File: config.mk
export PLATFORM = sky130hd
export DESIGN_NAME = line_track_steering_pd_top
export DESIGN_NICKNAME = d
export VERILOG_FILES = /design/src/design/ltsp_pkg.sv /design/src/design/ltsp_regs.sv /design/src/design/ltsp_lane.sv /design/src/design/ltsp_merge.sv /design/src/design/ltsp_ctrl.sv /design/src/design/line_track_steering_pd_top.sv
export SDC_FILE = /design/constraint.sdc
export NUM_CORES = 1
export LEC_CHECK = 0
export BUFFER_PORTS_ARGS = -buffer_cell sky130_fd_sc_hd__buf_2
export CAP_MARGIN = 20
export CORE_MARGIN = 10
export CORE_UTILIZATION = 30
export CTS_CLUSTER_SIZE = 16
export DETAILED_ROUTE_END_ITERATION = 12
export GPL_TIMING_DRIVEN = 0
export PLACE_DENSITY = 0.54
export SLEW_MARGIN = 20
export SYNTH_ARGS = -nofsm -noshare
export SYNTH_HDL_FRONTEND = slang
export SYNTH_HIERARCHICAL = 1
export SYNTH_SLANG_ARGS = --single-unit
export TNS_END_PERCENT = 1
File: constraint.sdc
create_clock -name clk -period 24.8 [get_ports clk]
set_input_delay 6.2 -clock clk [delete_from_list [all_inputs] [get_ports clk]]
set_output_delay 6.2 -clock clk [all_outputs]
set_load 0.1 [all_outputs]
File: src/design/ltsp_pkg.sv
// ----------------------------------------------------------------------------
// ltsp_pkg: shared types and constants for the line tracking steering block
// Holds the register map, configuration record, status codes and the
// fixed pattern-to-error table used by the control stage.
// ----------------------------------------------------------------------------
package ltsp_pkg;

	localparam int CHANNELS    = 8;
	localparam int SAMPLE_BITS = 12;
	localparam int DRIVE_BITS  = 5;
	localparam int ERR_BITS    = 4;
	localparam int LOST_BITS   = 9;
	localparam int LIMIT_BITS  = 8;
	localparam int ADDR_BITS   = 5;
	localparam int DATA_BITS   = 32;

	// Input and output bus widths, packed lowest field first.
	localparam int IN_DATA_BITS  = CHANNELS * SAMPLE_BITS;
	localparam int OUT_RAW_BITS  = 3 * DRIVE_BITS + CHANNELS + SAMPLE_BITS;
	localparam int OUT_DATA_BITS = ((OUT_RAW_BITS + 7) / 8) * 8;

	localparam logic [DRIVE_BITS-1:0] DRIVE_CAP     = DRIVE_BITS'(20);
	localparam logic [LOST_BITS-1:0]  LOST_SAT      = LOST_BITS'(511);
	localparam logic [SAMPLE_BITS-1:0] SAMPLE_MAX   = '1;

	// Register indexes, one 32-bit word each.
	typedef enum logic [2:0] {
		REG_THRESHOLD  = 3'd0,
		REG_BASE_SPEED = 3'd1,
		REG_DRIVE_MIN  = 3'd2,
		REG_DRIVE_MAX  = 3'd3,
		REG_LOST_LEFT  = 3'd4,
		REG_LOST_RIGHT = 3'd5,
		REG_LOST_LIMIT = 3'd6
	} reg_idx_t;

	// Tracking status reported with every result.
	typedef enum logic [1:0] {
		ST_TRACK = 2'd0,
		ST_LOST  = 2'd1,
		ST_EXIT  = 2'd2
	} status_t;

	typedef struct packed {
		logic [SAMPLE_BITS-1:0] threshold;
		logic [DRIVE_BITS-1:0]  base_speed;
		logic [DRIVE_BITS-1:0]  drive_min;
		logic [DRIVE_BITS-1:0]  drive_max;
		logic [DRIVE_BITS-1:0]  lost_left;
		logic [DRIVE_BITS-1:0]  lost_right;
		logic [LIMIT_BITS-1:0]  lost_limit;
	} cfg_t;

	typedef struct packed {
		logic                       hit;
		logic signed [ERR_BITS-1:0] err;
	} map_t;

	// Fixed mapping from a nonzero line pattern to a signed steering error.
	function automatic map_t map_pattern(input logic [CHANNELS-1:0] p);
		map_t m;
		m.hit = 1'b1;
		m.err = '0;
		case (p)
			8'h10, 8'h08: m.err = 4'sd1;
			8'h18, 8'h3C, 8'h7E: m.err = 4'sd0;
			8'h30, 8'h20: m.err = 4'sd2;
			8'h40, 8'h60: m.err = 4'sd4;
			8'h80, 8'hC0, 8'hE0, 8'hA0,
			8'hFE, 8'hFC, 8'hF8, 8'hF0: m.err = 4'sd6;
			8'h7C, 8'h78: m.err = 4'sd4;
			8'h38, 8'h0C, 8'h1C: m.err = 4'sd2;
			8'h04: m.err = -4'sd2;
			8'h0E, 8'h1E, 8'h3E: m.err = -4'sd4;
			8'h1F, 8'h3F, 8'h7D: m.err = -4'sd6;
			8'h02, 8'h06: m.err = -4'sd4;
			8'h01, 8'h03, 8'h07, 8'h0F: m.err = -4'sd6;
			default: m.hit = 1'b0;
		endcase
		return m;
	endfunction

endpackage

File: src/design/ltsp_regs.sv
// ----------------------------------------------------------------------------
// ltsp_regs: configuration register file
// APB-style slave holding the seven tuning registers; pready is tied high
// and reads return the stored register value.
// ----------------------------------------------------------------------------
module ltsp_regs
	import ltsp_pkg::*;
(
	input  logic                 clk,
	input  logic                 arst_n,
	input  logic                 psel,
	input  logic                 penable,
	input  logic                 pwrite,
	input  logic [ADDR_BITS-1:0] paddr,
	input  logic [DATA_BITS-1:0] pwdata,
	output logic [DATA_BITS-1:0] prdata,
	output logic                 pready,
	output cfg_t                 cfg
);

	cfg_t     cfg_q;
	reg_idx_t idx;
	logic     wr_en;

	assign pready = 1'b1;
	assign idx    = reg_idx_t'(paddr[ADDR_BITS-1:2]);
	assign wr_en  = psel & penable & pwrite;
	assign cfg    = cfg_q;

	// Register writes complete in the access phase.
	always_ff @(posedge clk or negedge arst_n) begin
		if (!arst_n) begin
			cfg_q.threshold  <= SAMPLE_BITS'(2400);
			cfg_q.base_speed <= DRIVE_BITS'(10);
			cfg_q.drive_min  <= DRIVE_BITS'(2);
			cfg_q.drive_max  <= DRIVE_BITS'(16);
			cfg_q.lost_left  <= DRIVE_BITS'(8);
			cfg_q.lost_right <= DRIVE_BITS'(14);
			cfg_q.lost_limit <= LIMIT_BITS'(160);
		end else if (wr_en) begin
			case (idx)
				REG_THRESHOLD:  cfg_q.threshold  <= pwdata[SAMPLE_BITS-1:0];
				REG_BASE_SPEED: cfg_q.base_speed <= pwdata[DRIVE_BITS-1:0];
				REG_DRIVE_MIN:  cfg_q.drive_min  <= pwdata[DRIVE_BITS-1:0];
				REG_DRIVE_MAX:  cfg_q.drive_max  <= pwdata[DRIVE_BITS-1:0];
				REG_LOST_LEFT:  cfg_q.lost_left  <= pwdata[DRIVE_BITS-1:0];
				REG_LOST_RIGHT: cfg_q.lost_right <= pwdata[DRIVE_BITS-1:0];
				REG_LOST_LIMIT: cfg_q.lost_limit <= pwdata[LIMIT_BITS-1:0];
				default: ;
			endcase
		end
	end

	// Read back mux.
	always_comb begin
		prdata = '0;
		case (idx)
			REG_THRESHOLD:  prdata = DATA_BITS'(cfg_q.threshold);
			REG_BASE_SPEED: prdata = DATA_BITS'(cfg_q.base_speed);
			REG_DRIVE_MIN:  prdata = DATA_BITS'(cfg_q.drive_min);
			REG_DRIVE_MAX:  prdata = DATA_BITS'(cfg_q.drive_max);
			REG_LOST_LEFT:  prdata = DATA_BITS'(cfg_q.lost_left);
			REG_LOST_RIGHT: prdata = DATA_BITS'(cfg_q.lost_right);
			REG_LOST_LIMIT: prdata = DATA_BITS'(cfg_q.lost_limit);
			default:        prdata = '0;
		endcase
	end

endmodule

File: src/design/ltsp_lane.sv
// ----------------------------------------------------------------------------
// ltsp_lane: one sensor channel
// Compares its sample against the threshold and registers the detect bit
// together with the sample for the merging stage.
// ----------------------------------------------------------------------------
module ltsp_lane
	import ltsp_pkg::*;
(
	input  logic                   clk,
	input  logic                   en,
	input  logic [SAMPLE_BITS-1:0] sample,
	input  logic [SAMPLE_BITS-1:0] threshold,
	output logic                   hit_s1,
	output logic [SAMPLE_BITS-1:0] sample_s1
);

	// Detect flag and sample captured when the transaction enters stage one.
	always_ff @(posedge clk) begin
		if (en) begin
			hit_s1    <= (sample < threshold);
			sample_s1 <= sample;
		end
	end

endmodule

File: src/design/ltsp_merge.sv
// ----------------------------------------------------------------------------
// ltsp_merge: lane merge
// Packs the lane detect bits into the line pattern (channel 0 at the MSB)
// and finds the smallest sample with a three-level compare tree.
// ----------------------------------------------------------------------------
module ltsp_merge
	import ltsp_pkg::*;
(
	input  logic [CHANNELS-1:0]                   hits,
	input  logic [CHANNELS-1:0][SAMPLE_BITS-1:0]  samples,
	output logic [CHANNELS-1:0]                   pattern,
	output logic [SAMPLE_BITS-1:0]                min_val
);

	logic [3:0][SAMPLE_BITS-1:0] lvl1;
	logic [1:0][SAMPLE_BITS-1:0] lvl2;
	logic [SAMPLE_BITS-1:0]      lvl3;

	// Channel i lands at bit CHANNELS-1-i.
	always_comb begin
		for (int i = 0; i < CHANNELS; i++) begin
			pattern[CHANNELS-1-i] = hits[i];
		end
	end

	// Pairwise minimum tree over the eight lanes.
	always_comb begin
		for (int i = 0; i < 4; i++) begin
			lvl1[i] = (samples[2*i+1] < samples[2*i]) ? samples[2*i+1] : samples[2*i];
		end
		for (int i = 0; i < 2; i++) begin
			lvl2[i] = (lvl1[2*i+1] < lvl1[2*i]) ? lvl1[2*i+1] : lvl1[2*i];
		end
		lvl3 = (lvl2[1] < lvl2[0]) ? lvl2[1] : lvl2[0];
		min_val = (lvl3 < SAMPLE_MAX) ? lvl3 : SAMPLE_MAX;
	end

endmodule

File: src/design/ltsp_ctrl.sv
// ----------------------------------------------------------------------------
// ltsp_ctrl: tracking state and PD steering stage
// Keeps the error history, lost count and exit flag, runs the PD step on
// the mapped error and registers the result fields for the output port.
// ----------------------------------------------------------------------------
module ltsp_ctrl
	import ltsp_pkg::*;
(
	input  logic                   clk,
	input  logic                   arst_n,
	input  logic                   en,
	input  cfg_t                   cfg,
	input  logic                   restart,
	input  logic [CHANNELS-1:0]    pattern,
	input  logic [SAMPLE_BITS-1:0] min_val,
	output logic [DRIVE_BITS-1:0]  left_s2,
	output logic [DRIVE_BITS-1:0]  right_s2,
	output status_t                status_s2,
	output logic [CHANNELS-1:0]    pattern_s2,
	output logic [SAMPLE_BITS-1:0] min_s2,
	output logic [DRIVE_BITS-1:0]  steer_s2
);

	logic signed [ERR_BITS-1:0] prev_err_q, held_err_q;
	logic [LOST_BITS-1:0]       miss_cnt_q;
	logic                       exited_q;

	logic signed [ERR_BITS-1:0] prev_eff, held_eff, err;
	logic [LOST_BITS-1:0]       lost_eff, lost_inc;
	logic                       exited_eff;
	map_t                       map;
	logic signed [8:0]          err9, d9, num, adj, half, steer_c;
	logic signed [6:0]          base7, min7, max7, lv, rv;

	logic signed [ERR_BITS-1:0] prev_nxt, held_nxt;
	logic [LOST_BITS-1:0]       lost_nxt;
	logic                       exited_nxt;
	logic [DRIVE_BITS-1:0]      left_nxt, right_nxt, steer_nxt;
	status_t                    status_nxt;

	// A restart clears the history before the transaction is evaluated.
	assign prev_eff   = restart ? '0 : prev_err_q;
	assign held_eff   = restart ? '0 : held_err_q;
	assign lost_eff   = restart ? '0 : miss_cnt_q;
	assign exited_eff = restart ? 1'b0 : exited_q;

	assign map      = map_pattern(pattern);
	assign err      = map.hit ? map.err : held_eff;
	assign lost_inc = (lost_eff == LOST_SAT) ? lost_eff : lost_eff + 1'b1;

	// PD step in half units: num = 5e + 7d, then halve toward zero.
	always_comb begin
		err9 = 9'(err);
		if (prev_eff == '0 && err != '0) begin
			d9 = (err9 + $signed({8'd0, err9[8]})) >>> 1;
		end else begin
			d9 = err9 - 9'(prev_eff);
		end
		num  = 9'sd5 * err9 + 9'sd7 * d9;
		adj  = num + $signed({8'd0, num[8]});
		half = adj >>> 1;
		if (half > 9'sd10) begin
			steer_c = 9'sd10;
		end else if (half < -9'sd10) begin
			steer_c = -9'sd10;
		end else begin
			steer_c = half;
		end
	end

	// Wheel drives: raise to drive_min, lower to drive_max, cap at 20.
	always_comb begin
		base7 = $signed({2'b00, cfg.base_speed});
		min7  = $signed({2'b00, cfg.drive_min});
		max7  = $signed({2'b00, cfg.drive_max});
		lv    = base7 - 7'(steer_c);
		rv    = base7 + 7'(steer_c);
		if (lv < min7) lv = min7;
		if (lv > max7) lv = max7;
		if (lv > 7'sd20) lv = 7'sd20;
		if (rv < min7) rv = min7;
		if (rv > max7) rv = max7;
		if (rv > 7'sd20) rv = 7'sd20;
	end

	// Next state and result selection.
	always_comb begin
		prev_nxt   = prev_eff;
		held_nxt   = held_eff;
		lost_nxt   = lost_eff;
		exited_nxt = exited_eff;
		left_nxt   = '0;
		right_nxt  = '0;
		steer_nxt  = '0;
		status_nxt = ST_EXIT;
		if (exited_eff) begin
			status_nxt = ST_EXIT;
		end else if (pattern == '0) begin
			lost_nxt = lost_inc;
			if (lost_inc > LOST_BITS'(cfg.lost_limit)) begin
				exited_nxt = 1'b1;
				prev_nxt   = '0;
				status_nxt = ST_EXIT;
			end else begin
				status_nxt = ST_LOST;
				left_nxt   = (cfg.lost_left > DRIVE_CAP) ? DRIVE_CAP : cfg.lost_left;
				right_nxt  = (cfg.lost_right > DRIVE_CAP) ? DRIVE_CAP : cfg.lost_right;
			end
		end else begin
			lost_nxt   = '0;
			status_nxt = ST_TRACK;
			held_nxt   = err;
			prev_nxt   = err;
			steer_nxt  = DRIVE_BITS'(steer_c);
			left_nxt   = DRIVE_BITS'(lv);
			right_nxt  = DRIVE_BITS'(rv);
		end
	end

	// Tracking state.
	always_ff @(posedge clk or negedge arst_n) begin
		if (!arst_n) begin
			prev_err_q <= '0;
			held_err_q <= '0;
			miss_cnt_q <= '0;
			exited_q   <= 1'b0;
		end else if (en) begin
			prev_err_q <= prev_nxt;
			held_err_q <= held_nxt;
			miss_cnt_q <= lost_nxt;
			exited_q   <= exited_nxt;
		end
	end

	// Result register.
	always_ff @(posedge clk) begin
		if (en) begin
			left_s2    <= left_nxt;
			right_s2   <= right_nxt;
			status_s2  <= status_nxt;
			pattern_s2 <= pattern;
			min_s2     <= min_val;
			steer_s2   <= steer_nxt;
		end
	end

endmodule

File: src/design/line_track_steering_pd_top.sv
// ----------------------------------------------------------------------------
// line_track_steering_pd_top: line tracking steering controller
// Flow: each input transaction is registered in the lane stage, then in the control result register.
// Throughput: one transaction per cycle, set by the two-stage lane/control
// pipeline, which advances whenever its output register is free or taken.
// Reset: arst_n clears pipeline valids, tracking state and registers to
// their defaults; no clearing pass is needed.
// ----------------------------------------------------------------------------
module line_track_steering_pd_top
	import ltsp_pkg::*;
(
	input  logic                     clk,
	input  logic                     arst_n,
	// APB-style configuration port
	input  logic                     psel,
	input  logic                     penable,
	input  logic                     pwrite,
	input  logic [ADDR_BITS-1:0]     paddr,
	input  logic [DATA_BITS-1:0]     pwdata,
	output logic [DATA_BITS-1:0]     prdata,
	output logic                     pready,
	// Input stream
	input  logic                     s_tvalid,
	output logic                     s_tready,
	input  logic [IN_DATA_BITS-1:0]  s_tdata,  // sample0 .. sample7, 12 bits each
	input  logic                     s_tuser,  // restart
	// Output stream
	output logic                     m_tvalid,
	input  logic                     m_tready,
	// left_drive, right_drive, line_pattern, min_sample, steer, zero pad
	output logic [OUT_DATA_BITS-1:0] m_tdata,
	output logic [1:0]               m_tuser   // track_status
);

	cfg_t                                cfg;
	logic                                valid_s1, restart_s1;
	logic                                out_valid_q;
	logic                                en_s1, en_s2;
	logic [CHANNELS-1:0]                 hits_s1;
	logic [CHANNELS-1:0][SAMPLE_BITS-1:0] samples_s1;
	logic [CHANNELS-1:0]                 pattern;
	logic [SAMPLE_BITS-1:0]              min_val;
	logic [DRIVE_BITS-1:0]               left_s2, right_s2, steer_s2;
	status_t                             status_s2;
	logic [CHANNELS-1:0]                 pattern_s2;
	logic [SAMPLE_BITS-1:0]              min_s2;

	ltsp_regs u_regs (
		.clk     (clk),
		.arst_n  (arst_n),
		.psel    (psel),
		.penable (penable),
		.pwrite  (pwrite),
		.paddr   (paddr),
		.pwdata  (pwdata),
		.prdata  (prdata),
		.pready  (pready),
		.cfg     (cfg)
	);

	// Pipeline flow control: each stage moves when the stage after it frees up.
	assign en_s2    = !out_valid_q || m_tready;
	assign en_s1    = !valid_s1 || en_s2;
	assign s_tready = en_s1;

	always_ff @(posedge clk or negedge arst_n) begin
		if (!arst_n) begin
			valid_s1    <= 1'b0;
			out_valid_q <= 1'b0;
		end else begin
			if (en_s1) valid_s1 <= s_tvalid;
			if (en_s2) out_valid_q <= valid_s1;
		end
	end

	always_ff @(posedge clk) begin
		if (en_s1) restart_s1 <= s_tuser;
	end

	// Per-channel compare lanes.
	for (genvar g = 0; g < CHANNELS; g++) begin : g_lane
		ltsp_lane u_lane (
			.clk       (clk),
			.en        (en_s1),
			.sample    (s_tdata[g*SAMPLE_BITS +: SAMPLE_BITS]),
			.threshold (cfg.threshold),
			.hit_s1    (hits_s1[g]),
			.sample_s1 (samples_s1[g])
		);
	end

	ltsp_merge u_merge (
		.hits    (hits_s1),
		.samples (samples_s1),
		.pattern (pattern),
		.min_val (min_val)
	);

	ltsp_ctrl u_ctrl (
		.clk        (clk),
		.arst_n     (arst_n),
		.en         (en_s2 && valid_s1),
		.cfg        (cfg),
		.restart    (restart_s1),
		.pattern    (pattern),
		.min_val    (min_val),
		.left_s2    (left_s2),
		.right_s2   (right_s2),
		.status_s2  (status_s2),
		.pattern_s2 (pattern_s2),
		.min_s2     (min_s2),
		.steer_s2   (steer_s2)
	);

	// Output packing, lowest field first.
	assign m_tvalid = out_valid_q;
	assign m_tuser  = status_s2;
	assign m_tdata  = OUT_DATA_BITS'({steer_s2, min_s2, pattern_s2, right_s2, left_s2});

endmodule

==> impl_metrics.py, run 1 <==
metrics = {
    "status": {
        "outcome": "complete, no violations",
    },
    "job": {
        "drv_cap": 0,
    },
    "logic_synthesis": {
        "ys_types": 94,
        "ys_ff_latch": 207,
        "netlist_instances": 1583,
        "synthXorXnorAreaFrac_pct": 1.823,
        "synth_top_family_by_area": "adder cells",
        "yosysTopAreaCell": "edfxtp_1",
        "synth_fa_ha_area_share_pct": 19.23,
        "synth_edf_count": 142,
        "yosys_most_used_dff": "edfxtp_1",
        "syn_area_um2": 16470,
        "synth_area_leaders": "edfxtp_1, ha_1, dfrtp_1, mux2_2, inv_1",
        "synth-simple-area-share_pct": 10.27,
        "avgSynthCellArea_um2": 10.41,
        "ys.warnings.count": 6,
        "yosysTopAreaCellShare_pct": 25.88,
        "synth-compound-area-share_pct": 14.99,
        "yosys-mux-area-fraction_pct": 10.17,
        "ys_seq_area_share_pct": 35.86,
        "async_reset_ff_share_pct": 31.40,
    },
    "finish": {
        "drive_gt1_share_pct": 22.15,
        "areaGrowthSynthToFinish_pct": 17.27,
        "final_common_cell": "ha_1",
        "final_cell_mix": "ha_1, inv_1, buf_2",
        "num-fill-cells": 5381,
        "nets": 2192,
    },
    "critical_path": {
        "cp_slowest_stage_delay_ns": 0.54,
        "cp_num_buf_inv": 12,
        "cp.arrival_ns": 15.90,
        "critPathKind": "reg -> reg",
        "critPathTopFamily": "compound AO/OA/AOI/OAI gates",
        "cp.required_ns": 25.08,
        "path_max_fanout": 10,
        "crit_top_cell": "ha_1",
        "cp_slowest_cell": "fa_1",
        "start_kind": "flip-flop",
        "crit_path_end_kind": "flip-flop",
    },
    "routing": {
        "via_count": 12770,
        "ant_nets": 0,
        "routedWlPerCell_um": 19.78,
        "route.detailed.drc": 0,
        "drtPass1Iterations": 5,
        "vias_per_cell": 5.062,
        "routed_wl_um": 49900,
        "first_iter_violations": 697,
    },
    "grt": {
        "grt.total_usage_pct": 15.10,
        "grt_max_degree": 55,
        "antenna_found_initial": 6,
        "grt.overflow.total": 0,
        "grt_pass1_wl_um": 75780,
        "grt_pass1_vias": 13090,
    },
    "sta": {
        "setup_viol": 0,
        "slew_headroom_pct": 40.59,
        "clock_skew_ns": 0.02681,
        "fin_ws_ns": 9.185,
        "worst_pin_slew_ns": 0.8836,
        "finalCritPeriodShare_pct": 62.96,
        "rsz0062_at_grt": "no",
        "fin_tns_setup_ns": 0,
        "finalMaxSlewViolations": 0,
        "finalHoldViolations": 0,
        "period_needed_ns": 15.61,
        "fmax_mhz": 64.04,
    },
    "cts": {
        "cts_root_buffer": "clkbuf_16",
        "clock-sinks": 207,
        "numCtsBuffers": 26,
        "post_cts_buffers": 0,
        "ctsHoldBuffers": 0,
        "ctsResizeCount": 0,
        "path_clk_slew_ns": 0.07,
        "clock_latency_ns": 0.56,
        "clock_path_buffers": 3,
        "cts_tree": "yes",
        "htree_levels": 1,
    },
    "floorplan": {
        "die_w_um": 254.3,
        "initial_core_util_pct": 30.43,
        "die_area_um2": 64690,
        "num_rows": 85,
        "die_h_um": 254.3,
        "ios": 218,
        "core_um2": 54130,
    },
    "placement": {
        "dp_hpwl_um": 40200,
        "gp_congestion": 0.8889,
        "dp_worst_setup_slack_ns": 9.258,
        "io_buffers": 168,
    },
    "worst_hold_path": {
        "hp-class": "reg -> reg",
    },
}
## through the flow
stage	cell area [um2]	cells	utilization, %	hold WS [ns]
global placement	18270	2470	33.75	0.4693
detailed placement	18370	2473	33.93	0.4806
floorplan	16560	1606	-	0.4475
finish	19320	2522	35.69	0.4961
global route	19320	2521	35.68	0.5201
CTS	19300	2520	35.65	0.4950
## metal layers
metal	vias to the layer above	track usage [%]	share of wire [%]
met5	-	0	0
met4	0	3.865	2.6
met3	65	2.799	5.3
met2	305	26.07	48
met1	6230	19.04	44
li1	6166	-	-
## cell type report
cell class                      instances  area [um2]  area share (%)
Buffer                                 64       409.1           2.118
Inverter                              224       840.8           4.352
Tap cell                              696       870.8           4.507
Clock inverter                         11       160.2          0.8290
Sequential cell                       207        5908           30.58
Multi-Input combinational cell       1111        9428           48.80
Timing Repair Buffer                  171       925.9           4.792
Clock buffer                           36       772.0           3.996
Antenna cell                            2       5.005         0.02591
## cells in the mapped netlist (19+ instances only)
cell	n
mux2_2	76
nand2_1	68
nor2_1	72
o21ai_0	37
a211oi_1	20
edfxtp_1	142
o21a_1	26
dfrtp_1	51
inv_1	219
buf_4	37
ha_1	234
o2111ai_1	19
nand3_1	28
nor2b_1	24
mux2i_1	76
a21o_1	38
a21oi_1	67
## flip-flops by register name, summed over array words and instances, names as in the netlist
| signal | flops |
|---|---|
| u_ctrl/miss_cnt_q | 9 |
| u_ctrl/pattern_s2 | 8 |
| valid_s1 | 1 |
| m_tvalid | 1 |
| g_lane.u_lane/hit_s1 | 8 |
| g_lane.u_lane/sample_s1 | 96 |
| u_ctrl/left_s2 | 5 |
| restart_s1 | 1 |
| u_ctrl/steer_s2 | 5 |
| u_ctrl/min_s2 | 12 |
| u_ctrl/exited_q | 1 |
| u_ctrl/status_s2 | 2 |
| u_regs/cfg | 45 |
| u_ctrl/right_s2 | 5 |
| u_ctrl/prev_err_q | 4 |
| u_ctrl/held_err_q | 4 |
## tightest hold or removal path: stages, from the launching register on
cell	delay, ns
dfrtp_1	0.35
nand2_1	0.05
o21ai_0	0.06
## path summary, 6_finish.rpt
kind	depth (start not counted)	to	start	slack, ns
setup / recovery	58	u_ctrl/left_s2[2]	g_lane[6].u_lane/hit_s1	9.19
setup reg to reg	58	u_ctrl/left_s2[2]	g_lane[6].u_lane/hit_s1	9.19
max in group asynchronous	2	u_regs/cfg[5]	arst_n	18.73
hold / removal	2	u_ctrl/miss_cnt_q[0]	u_ctrl/miss_cnt_q[0]	0.50
hold reg to reg	2	u_ctrl/miss_cnt_q[0]	u_ctrl/miss_cnt_q[0]	0.50
min in group asynchronous	1	u_regs/cfg[34]	arst_n	5.50
## kinds of logic (layout without fill, tap and decap cells)
logic type | Yosys count | in the layout
compound gates | 334 | 334
simple gates | 318 | 318
buf+inv | 288 | 506
fa+ha+maj | 246 | 246
flops | 207 | 207
mux | 156 | 156
xor+xnor | 31 | 31
other cells | 3 | 28
Power of run 1 is left out: the tool's default activity adds up to more than one toggle a clock period on the data nets, which glitch-free logic cannot reach.
==> inputs of run 2 (changes only) <==
clock period = 15.1 ns   (was 24.8 ns; I/O delays follow)
==> run 2 against run 1 <==
  * Sequential share of layout area is 0.24 points lower
  * Fmax is 8.4% higher
  * First-iteration DRC count is 12% higher
  * Critical path depth is 2 lower
  * Register-to-register slack worse by 8.5 ns
  * Critical path type unchanged
==> impl_metrics.py, run 2 (same netlist as run 1, synthesis figures left out) <==
metrics = {
    "cts": {
        "numCtsBuffers": 26,
        "cts_tree": "yes",
        "ctsHoldBuffers": 0,
        "clock_latency_ns": 0.56,
        "clock_path_buffers": 3,
        "path_clk_slew_ns": 0.07,
        "htree_levels": 1,
        "cts_root_buffer": "clkbuf_16",
        "clock-sinks": 207,
    },
    "grt": {
        "grt.total_usage_pct": 15.13,
        "grt_pass1_vias": 13120,
        "grt.overflow.total": 0,
        "antenna_found_initial": 6,
        "grt_pass1_wl_um": 75910,
        "grt_max_degree": 55,
    },
    "critical_path": {
        "critPathKind": "reg -> reg",
        "cp_slowest_stage_delay_ns": 0.54,
        "cp_slowest_cell": "fa_1",
        "crit_top_cell": "ha_1",
        "r2r_setup_slack_ns": 0.69,
        "reg2reg_depth": 56,
        "cp_num_buf_inv": 10,
        "r2r-start": "g_lane[6].u_lane/hit_s1",
        "start_kind": "flip-flop",
        "path_max_fanout": 10,
        "cp.arrival_ns": 14.70,
        "crit_path_end_kind": "flip-flop",
        "cp.required_ns": 15.39,
        "reg2reg_to": "u_ctrl/right_s2[0]",
        "critPathTopFamily": "adder cells",
    },
    "placement": {
        "io_buffers": 168,
        "dp_hpwl_um": 40200,
        "gp_congestion": 0.8889,
        "dpl-instance-area_um2": 18370,
    },
    "routing": {
        "vias_per_cell": 5.045,
        "via_count": 12760,
        "ant_nets": 0,
        "first_iter_violations": 781,
        "routed_wl_um": 50040,
        "routedWlPerCell_um": 19.78,
        "route.detailed.drc": 0,
        "drtPass1Iterations": 5,
    },
    "finish": {
        "drive_gt1_share_pct": 23.31,
        "largest_register": "g_lane.u_lane/sample_s1",
        "final_common_cell": "ha_1",
        "areaGrowthSynthToFinish_pct": 18.18,
        "largest_reg_flops": 96,
        "stdcell_area_um2": 19470,
        "nets": 2200,
        "final_cell_mix": "ha_1, inv_1, buf_2",
    },
    "floorplan": {
        "die_area_um2": 64690,
        "ios": 218,
        "initial_core_util_pct": 30.43,
        "die_w_um": 254.3,
        "core_um2": 54130,
        "num_rows": 85,
        "die_h_um": 254.3,
    },
    "sta": {
        "finalCritPeriodShare_pct": 95.42,
        "finalHoldViolations": 0,
        "finalMaxSlewViolations": 0,
        "clock_skew_ns": 0.02696,
        "rsz0062_at_grt": "no",
        "period_needed_ns": 14.41,
        "fmax_mhz": 69.41,
        "slew_headroom_pct": 41.01,
        "worst_pin_slew_ns": 0.8774,
        "setup_viol": 0,
    },
    "worst_hold_path": {
        "hp-start": "u_ctrl/miss_cnt_q[0]",
        "hold_depth": 2,
        "hp-class": "reg -> reg",
        "hold-path-endpoint": "u_ctrl/miss_cnt_q[0]",
    },
    "status": {
        "outcome": "complete, no violations",
    },
    "job": {
        "drv_cap": 0,
    },
}
-- run 2: cell count changes in the layout (fill, tap and decap cells not counted), moves of 2 or more --
cell	change
buf_4	+10
clkbuf_1	-3
mux2i_1	-3
mux2i_2	+3
o21ai_0	-3
ha_1	-2
ha_2	+2
o21ai_1	+2
-- run 2: repair_timing --
item / CTS / global route
setup buffers: 1 / 9
resized for setup: 8 / 16
endpoints found under the setup margin: 9 / 10
gates cloned: 0 / 0
pin swaps: 2 / 4
-- run 2: worst reg2reg max path: cells and delay by family, from the launching register on --
kind	cells	cell delay (ns)
fa+ha+maj	12	4.50
mux	4	1.32
compound gates	18	3.62
buf+inv	10	1.35
simple gates	12	2.96
flops	1	0.38
-- run 2: worst max-delay path by stage --
stage	start	endpoint	slack, ns	depth (start not counted)
after detailed placement	g_lane[2].u_lane/hit_s1	u_ctrl/left_s2[2]	-0.44	58
after global placement	g_lane[2].u_lane/hit_s1	u_ctrl/left_s2[2]	-0.45	58
after CTS	g_lane[6].u_lane/hit_s1	u_ctrl/left_s2[2]	0.03	57
after floorplan	g_lane[6].u_lane/hit_s1	u_ctrl/right_s2[0]	1.73	58
final	g_lane[6].u_lane/hit_s1	u_ctrl/right_s2[0]	0.69	56
after global routing	g_lane[6].u_lane/hit_s1	u_ctrl/left_s2[2]	0.003	56
-- run 2: routing by layer --
metal	share of wire (%)	vias up	track usage (%)
li1	-	6189	-
met1	44	6211	19.08
met2	48	299	26.10
met3	5.2	64	2.809
met4	2.6	0	3.865
met5	0	-	0
-- run 2: cell type report --
type	instances	area, um2
antenna	2	5.005
timing repair buffer	181	1001
tap	696	870.8
clock inverter	11	160.2
buffer	62	405.4
multi-input combinational	1111	9507
fill	5370	34660
sequential	207	5908
clock buffer	36	772.0
inverter	224	840.8
-- run 2: metrics by stage --
stage	hold slack, ns	std cells	utilization (%)	worst slack (ns)	TNS, ns
2_1_floorplan	0.4475	1606	-	1.726	0
3_3_place_gp	0.4693	2470	33.75	-0.4469	-2.422
3_5_place_dp	0.4806	2473	33.93	-0.4417	-2.469
4_1_cts	0.4950	2521	35.72	0.02749	0
5_1_grt	0.5201	2529	35.96	0.003222	0
6_report	0.4965	2530	35.97	0.6918	0
Power of run 2 is left out for the same reason.
